## config.mk

```make
export PLATFORM = sky130hd
export DESIGN_NAME = bffa_ctrl
export DESIGN_NICKNAME = d
export VERILOG_FILES = /design/src/hdl/bffa_pkg.sv /design/src/hdl/bffa_ctrl.sv
export SDC_FILE = /design/constraint.sdc
export NUM_CORES = 1
export LEC_CHECK = 0
export BUFFER_PORTS_ARGS = -buffer_cell sky130_fd_sc_hd__buf_2
export CAP_MARGIN = 5
export CORE_UTILIZATION = 35
export DETAILED_ROUTE_END_ITERATION = 10
export PLACE_DENSITY_LB_ADDON = 0.15
export SLEW_MARGIN = 30
export SYNTH_ARGS = -nofsm -noshare
export SYNTH_HDL_FRONTEND = slang
export SYNTH_SLANG_ARGS = --single-unit
```

## constraint.sdc

```tcl
create_clock -name clk -period 4.6 [get_ports clk]
set_input_delay 0.46 -clock clk [delete_from_list [all_inputs] [get_ports clk]]
set_output_delay 0.46 -clock clk [all_outputs]
set_load 0.01 [all_outputs]
```

## src/hdl/bffa_pkg.sv

```systemverilog
// Shared types, constants and helper functions for the bitmap first-fit
// block allocator. No dependencies.
`default_nettype none
package bffa_pkg;

	localparam int NUM_POOLS      = 3;
	localparam int DEF_MAX_HEAPS  = 4;
	localparam int DEF_MAX_BLOCKS = 1024;
	localparam int XW             = 31;   // byte offsets, end marks, heap sizes
	localparam int KW             = 15;   // block counters and sweep bounds
	localparam int NW             = 14;   // blocks needed by one request
	localparam int BCW            = 13;   // blocks per heap
	localparam int SHW            = 5;
	localparam int CFW            = 11;

	localparam logic       FN_FREE = 1'b1;

	localparam logic [1:0] ST_OK    = 2'd0;
	localparam logic [1:0] ST_LIMIT = 2'd1;
	localparam logic [1:0] ST_SIZE  = 2'd2;

	localparam logic [2:0] CFG_DEF_SHIFT = 3'd0;
	localparam logic [2:0] CFG_UPL_SHIFT = 3'd1;
	localparam logic [2:0] CFG_RBK_SHIFT = 3'd2;
	localparam logic [2:0] CFG_DEF_BLKS  = 3'd3;
	localparam logic [2:0] CFG_UPL_BLKS  = 3'd4;
	localparam logic [2:0] CFG_RBK_BLKS  = 3'd5;

	typedef struct packed {
		logic        func;
		logic [1:0]  pool_kind;
		logic [1:0]  heap_id;
		logic [27:0] offset_bytes;
		logic [28:0] size_bytes;
	} item_t;

	typedef struct packed {
		logic [1:0]  status;
		logic [1:0]  heap_id_out;
		logic [27:0] offset_out;
		logic [28:0] size_out;
		logic        new_heap;
	} result_t;

	typedef struct packed {
		logic load;
		logic disp;
		logic heap_next;
		logic scan_init;
		logic scan_run;
		logic scan_hit;
		logic mark_run;
		logic open_init;
		logic open_run;
		logic free_run;
		logic fail_limit;
		logic fail_size;
	} cmd_t;

	typedef struct packed {
		logic is_free;
		logic free_ok;
		logic pool_bad;
		logic heap_avail;
		logic heap_fits;
		logic hit;
		logic scan_end;
		logic mark_end;
		logic open_end;
		logic free_end;
		logic oversize;
		logic at_limit;
	} stat_t;

	function automatic logic [SHW-1:0] eff_shift(input logic [SHW-1:0] v);
		logic [SHW-1:0] r;
		r = v;
		if (v < SHW'(16)) r = SHW'(16);
		if (v > SHW'(18)) r = SHW'(18);
		return r;
	endfunction

	function automatic logic [BCW-1:0] eff_blocks(input logic [CFW-1:0] v,
			input logic [BCW-1:0] maxb);
		logic [BCW-1:0] r;
		r = BCW'(v);
		if (v == '0) r = BCW'(1);
		if (BCW'(v) > maxb) r = maxb;
		return r;
	endfunction

	function automatic logic [NW-1:0] calc_need(input logic [28:0] size,
			input logic [SHW-1:0] sh);
		logic [29:0] s;
		s = {1'b0, size} + ((30'd1 << sh) - 30'd1);
		if (size == '0) return NW'(1);
		return NW'(s >> sh);
	endfunction

endpackage
`default_nettype wire

```

## src/hdl/bffa_ctrl.sv

```systemverilog
// Sequencer for the allocator: dispatch, heap walk, bitmap scan and sweeps.
// Depends on bffa_pkg.
`default_nettype none
module bffa_ctrl import bffa_pkg::*; (
	input  wire logic  clk,
	input  wire logic  arst_n,
	input  wire logic  start,
	input  stat_t      stat,
	output cmd_t       cmd,
	output logic       busy,
	output logic       done
);

	typedef enum logic [8:0] {
		S_IDLE = 9'b000000001,
		S_DISP = 9'b000000010,
		S_HCHK = 9'b000000100,
		S_SCAN = 9'b000001000,
		S_MARK = 9'b000010000,
		S_NEW  = 9'b000100000,
		S_OPEN = 9'b001000000,
		S_FREE = 9'b010000000,
		S_DONE = 9'b100000000
	} state_t;

	state_t state_q, state_d;

	always_comb begin
		state_d = state_q;
		cmd     = '0;
		unique case (state_q)
			S_IDLE: begin
				if (start) begin
					cmd.load = 1'b1;
					state_d  = S_DISP;
				end
			end
			S_DISP: begin
				cmd.disp = 1'b1;
				if (stat.is_free) begin
					state_d = stat.free_ok ? S_FREE : S_DONE;
				end else if (stat.pool_bad) begin
					cmd.fail_limit = 1'b1;
					state_d        = S_DONE;
				end else begin
					state_d = S_HCHK;
				end
			end
			S_HCHK: begin
				if (!stat.heap_avail) begin
					state_d = S_NEW;
				end else if (stat.heap_fits) begin
					cmd.scan_init = 1'b1;
					state_d       = S_SCAN;
				end else begin
					cmd.heap_next = 1'b1;
				end
			end
			S_SCAN: begin
				cmd.scan_run = 1'b1;
				if (stat.hit) begin
					cmd.scan_hit = 1'b1;
					state_d      = S_MARK;
				end else if (stat.scan_end) begin
					cmd.heap_next = 1'b1;
					state_d       = S_HCHK;
				end
			end
			S_MARK: begin
				cmd.mark_run = 1'b1;
				if (stat.mark_end) state_d = S_DONE;
			end
			S_NEW: begin
				if (stat.oversize) begin
					cmd.fail_size = 1'b1;
				end else if (stat.at_limit) begin
					cmd.fail_limit = 1'b1;
				end else begin
					cmd.open_init = 1'b1;
				end
				state_d = (stat.oversize || stat.at_limit) ? S_DONE : S_OPEN;
			end
			S_OPEN: begin
				cmd.open_run = 1'b1;
				if (stat.open_end) state_d = S_DONE;
			end
			S_FREE: begin
				cmd.free_run = 1'b1;
				if (stat.free_end) state_d = S_DONE;
			end
			S_DONE: begin
				state_d = S_IDLE;
			end
			default: begin
				state_d = S_IDLE;
			end
		endcase
	end

	always_ff @(posedge clk or negedge arst_n) begin
		if (!arst_n) begin
			state_q <= S_IDLE;
		end else begin
			state_q <= state_d;
		end
	end

	assign busy = (state_q != S_IDLE);
	assign done = (state_q == S_DONE);

endmodule
`default_nettype wire

```

==> impl_metrics.json <==
{
  "postPlaceCellArea_um2": 850,
  "synth_compound_area_share_pct": 17.1,
  "path_cells": "or4_4, or3_1, nor3_1, buf_2",
  "reg2reg_to": "state_q[2]",
  "min_path_type": "input pin to async pin",
  "p_per_area_mw_per_mm2": 357,
  "rows": 15,
  "drc_errors": 0,
  "tritoncts": "built",
  "end_kind": "primary output",
  "final_nets": 132,
  "vias_per_cell": 5.42,
  "setup_viol": 0,
  "synth_mux_area_share_pct": 0,
  "synth_edf_count": 0,
  "vias": 764,
  "max_cap_violations": 0,
  "cts_resized": 0,
  "postRouteAntennaNets": 0,
  "hpwl_mm": 1.40,
  "routed_wirelength_mm": 1.74,
  "async_flop_share_pct": 100,
  "largest_register_ffs": 9,
  "p_leak_nw": 0.450,
  "dr.pass1.iters": 5,
  "startpoint_type": "flop",
  "ys_warn_count": 0,
  "synth.largest_area_cell": "dfrtp_1",
  "grt_use_total_pct": 18.4,
  "synthAdderAreaFrac_pct": 0,
  "netlist_instances": 90,
  "synth_cell_types": 35,
  "cp.depth": 4,
  "area_growth_pct": 23.2,
  "port_buffers": 28,
  "final_design_area_no_fill_um2": 876,
  "r2r_slack_ns": 2.65,
  "crit_arrival_ns": 2.05,
  "insertion_delay_ns": 0.26,
  "hold_buffers": 0,
  "cp-endpoint": "cmd[8]",
  "netlist_area_um2": 711,
  "die_h_um": 47.1,
  "syn_nets": 105,
  "fin_tns_setup_ns": 0,
  "htreeDepth": 1,
  "clock_path_buffers": 2,
  "grt_pass1_vias": 645,
  "status": "finished, final reports clean",
  "multi_input_area_um2": 429,
  "layout_common_cells": "buf_2, nor2_1, nor3_1, dfrtp_1, inv_1",
  "period_needed_ns": 2.51,
  "first_iter_violations": 15,
  "rsz0062_at_grt": "no",
  "crit_family": "simple AND/OR/NAND/NOR gates",
  "diodes": 0,
  "synth_xor_xnor_area_share_pct": 3.70,
  "numCtsBuffers": 3,
  "total_power_uw": 313,
  "io_pins": 29,
  "syn_avg_cell_area_um2": 7.90,
  "required_ns": 4.14,
  "fmax_mhz": 398,
  "synth.area.top_cells": "dfrtp_1, nor3_1, nor2_1, nor4_1, dfstp_2",
  "path_clk_slew_ns": 0.06,
  "place_congestion": 0.876,
  "synth_top_area_share_pct": 28.2,
  "wl_per_cell_um": 12.3,
  "fin_skew_ns": 0.00521,
  "yosysSeqAreaShare_pct": 31.9,
  "largest-register": "state_q",
  "core_mm2": 0.00182,
  "finalCritPeriodShare_pct": 54.7,
  "synth_top_family_by_area": "simple AND/OR/NAND/NOR gates",
  "synth-simple-area-share_pct": 39.6,
  "cp_slowest_cell": "or4_4",
  "fillers": 202,
  "synth_ff_type": "dfrtp_1",
  "ir_drop_uv": 215,
  "grt-ovfl-total": 0,
  "final_common_cell": "buf_2",
  "tightest_slew_ns": 0.686,
  "dieArea_mm2": 0.00221,
  "drv_slew": 0,
  "r2r_start": "state_q[8]",
  "ys_ff_latch": 9,
  "antenna_found_initial": 0,
  "max-slew-margin-rel_pct": 53.9,
  "crit_type": "flop to primary output",
  "grt_max_degree": 13,
  "crit_start": "state_q[8]",
  "utilization_pct": 48.1,
  "drive_gt1_share_pct": 31.0,
  "fp.dieW_um": 47.1,
  "grt_first_pass_wirelength_mm": 2.79,
  "crit_path_max_fanout": 6,
  "cts-root-buf": "clkbuf_4",
  "post_cts_buffers": 0,
  "register_area_um2": 226,
  "reg.largest.list": "state_q: 9 flops",
  "initial_utilization_pct": 39.0,
  "cp_slowest_stage_delay_ns": 0.57,
  "crit_buf_inv": 1,
  "reg2reg_depth": 4,
  "hold_viol": 0,
  "clock-sinks": 9
}
[routing by layer]
metal | share of wire (%) | routed length (um) | GRT usage (%)
met5 | 0 | 0 | 0
met1 | 47 | 815 | 24.8
met2 | 47 | 821 | 27.5
met4 | 1.4 | 24 | 5.14
met3 | 4.5 | 79 | 6.92
[stage by stage]
stage | cells | hold WS, ns | setup WS, ns
2_1_floorplan | 90 | 0.164 | 2.39
3_3_place_gp | 137 | 0.325 | 2.39
3_5_place_dp | 137 | 0.325 | 2.37
4_1_cts | 141 | 0.0355 | 2.08
5_1_grt | 141 | 0.0416 | 2.00
6_report | 141 | 0.0354 | 2.09
[where the power goes]
group	internal (mW)	leakage (nW)	switching, mW	total (mW)
clock network	0.0334	0.0150	0.0279	0.0613
registers	0.0940	0.121	0.0246	0.119
logic	0.0557	0.314	0.0770	0.133
total	0.183	0.450	0.129	0.313
[cells in the mapped netlist (2+ instances only)]
| library cell | n |
|---|---|
| nand2_1 | 5 |
| or3_1 | 2 |
| dfrtp_1 | 8 |
| nand2b_1 | 4 |
| nor3_1 | 8 |
| o21ai_0 | 5 |
| clkbuf_1 | 3 |
| nor2_1 | 9 |
| inv_1 | 6 |
| nand3_1 | 5 |
| nand4b_1 | 2 |
| nor4_1 | 5 |
| xor2_1 | 3 |
| o2111ai_1 | 2 |
| a21oi_1 | 2 |
| or2_2 | 2 |
[worst min-delay path by stage]
stage | end | slack [ns] | from | depth (start not counted)
2_1_floorplan | state_q[1] | 0.16 | arst_n | 0
3_3_place_gp | state_q[6] | 0.33 | arst_n | 1
3_5_place_dp | state_q[6] | 0.32 | arst_n | 1
4_1_cts | state_q[6] | 0.04 | arst_n | 1
5_1_grt | state_q[6] | 0.04 | arst_n | 1
6_report | state_q[6] | 0.04 | arst_n | 1
[area by class of cell]
| class | instances | area share [%] |
|---|---|---|
| clock buffer | 4 | 3.00 |
| tap | 25 | 3.57 |
| sequential | 9 | 25.9 |
| multi-input combinational | 69 | 49.0 |
| timing repair buffer | 28 | 16.0 |
| inverter | 6 | 2.57 |
[cells by family (layout without fill, tap and decap cells)]
logic type / after synthesis / in the layout
buffers and inverters: 12 / 38
XOR/XNOR: 3 / 3
AND/OR/NAND/NOR: 49 / 49
flip-flops: 9 / 9
AO/OA/AOI/OAI: 17 / 17
Note: power is estimated with default switching activity, not from simulation.
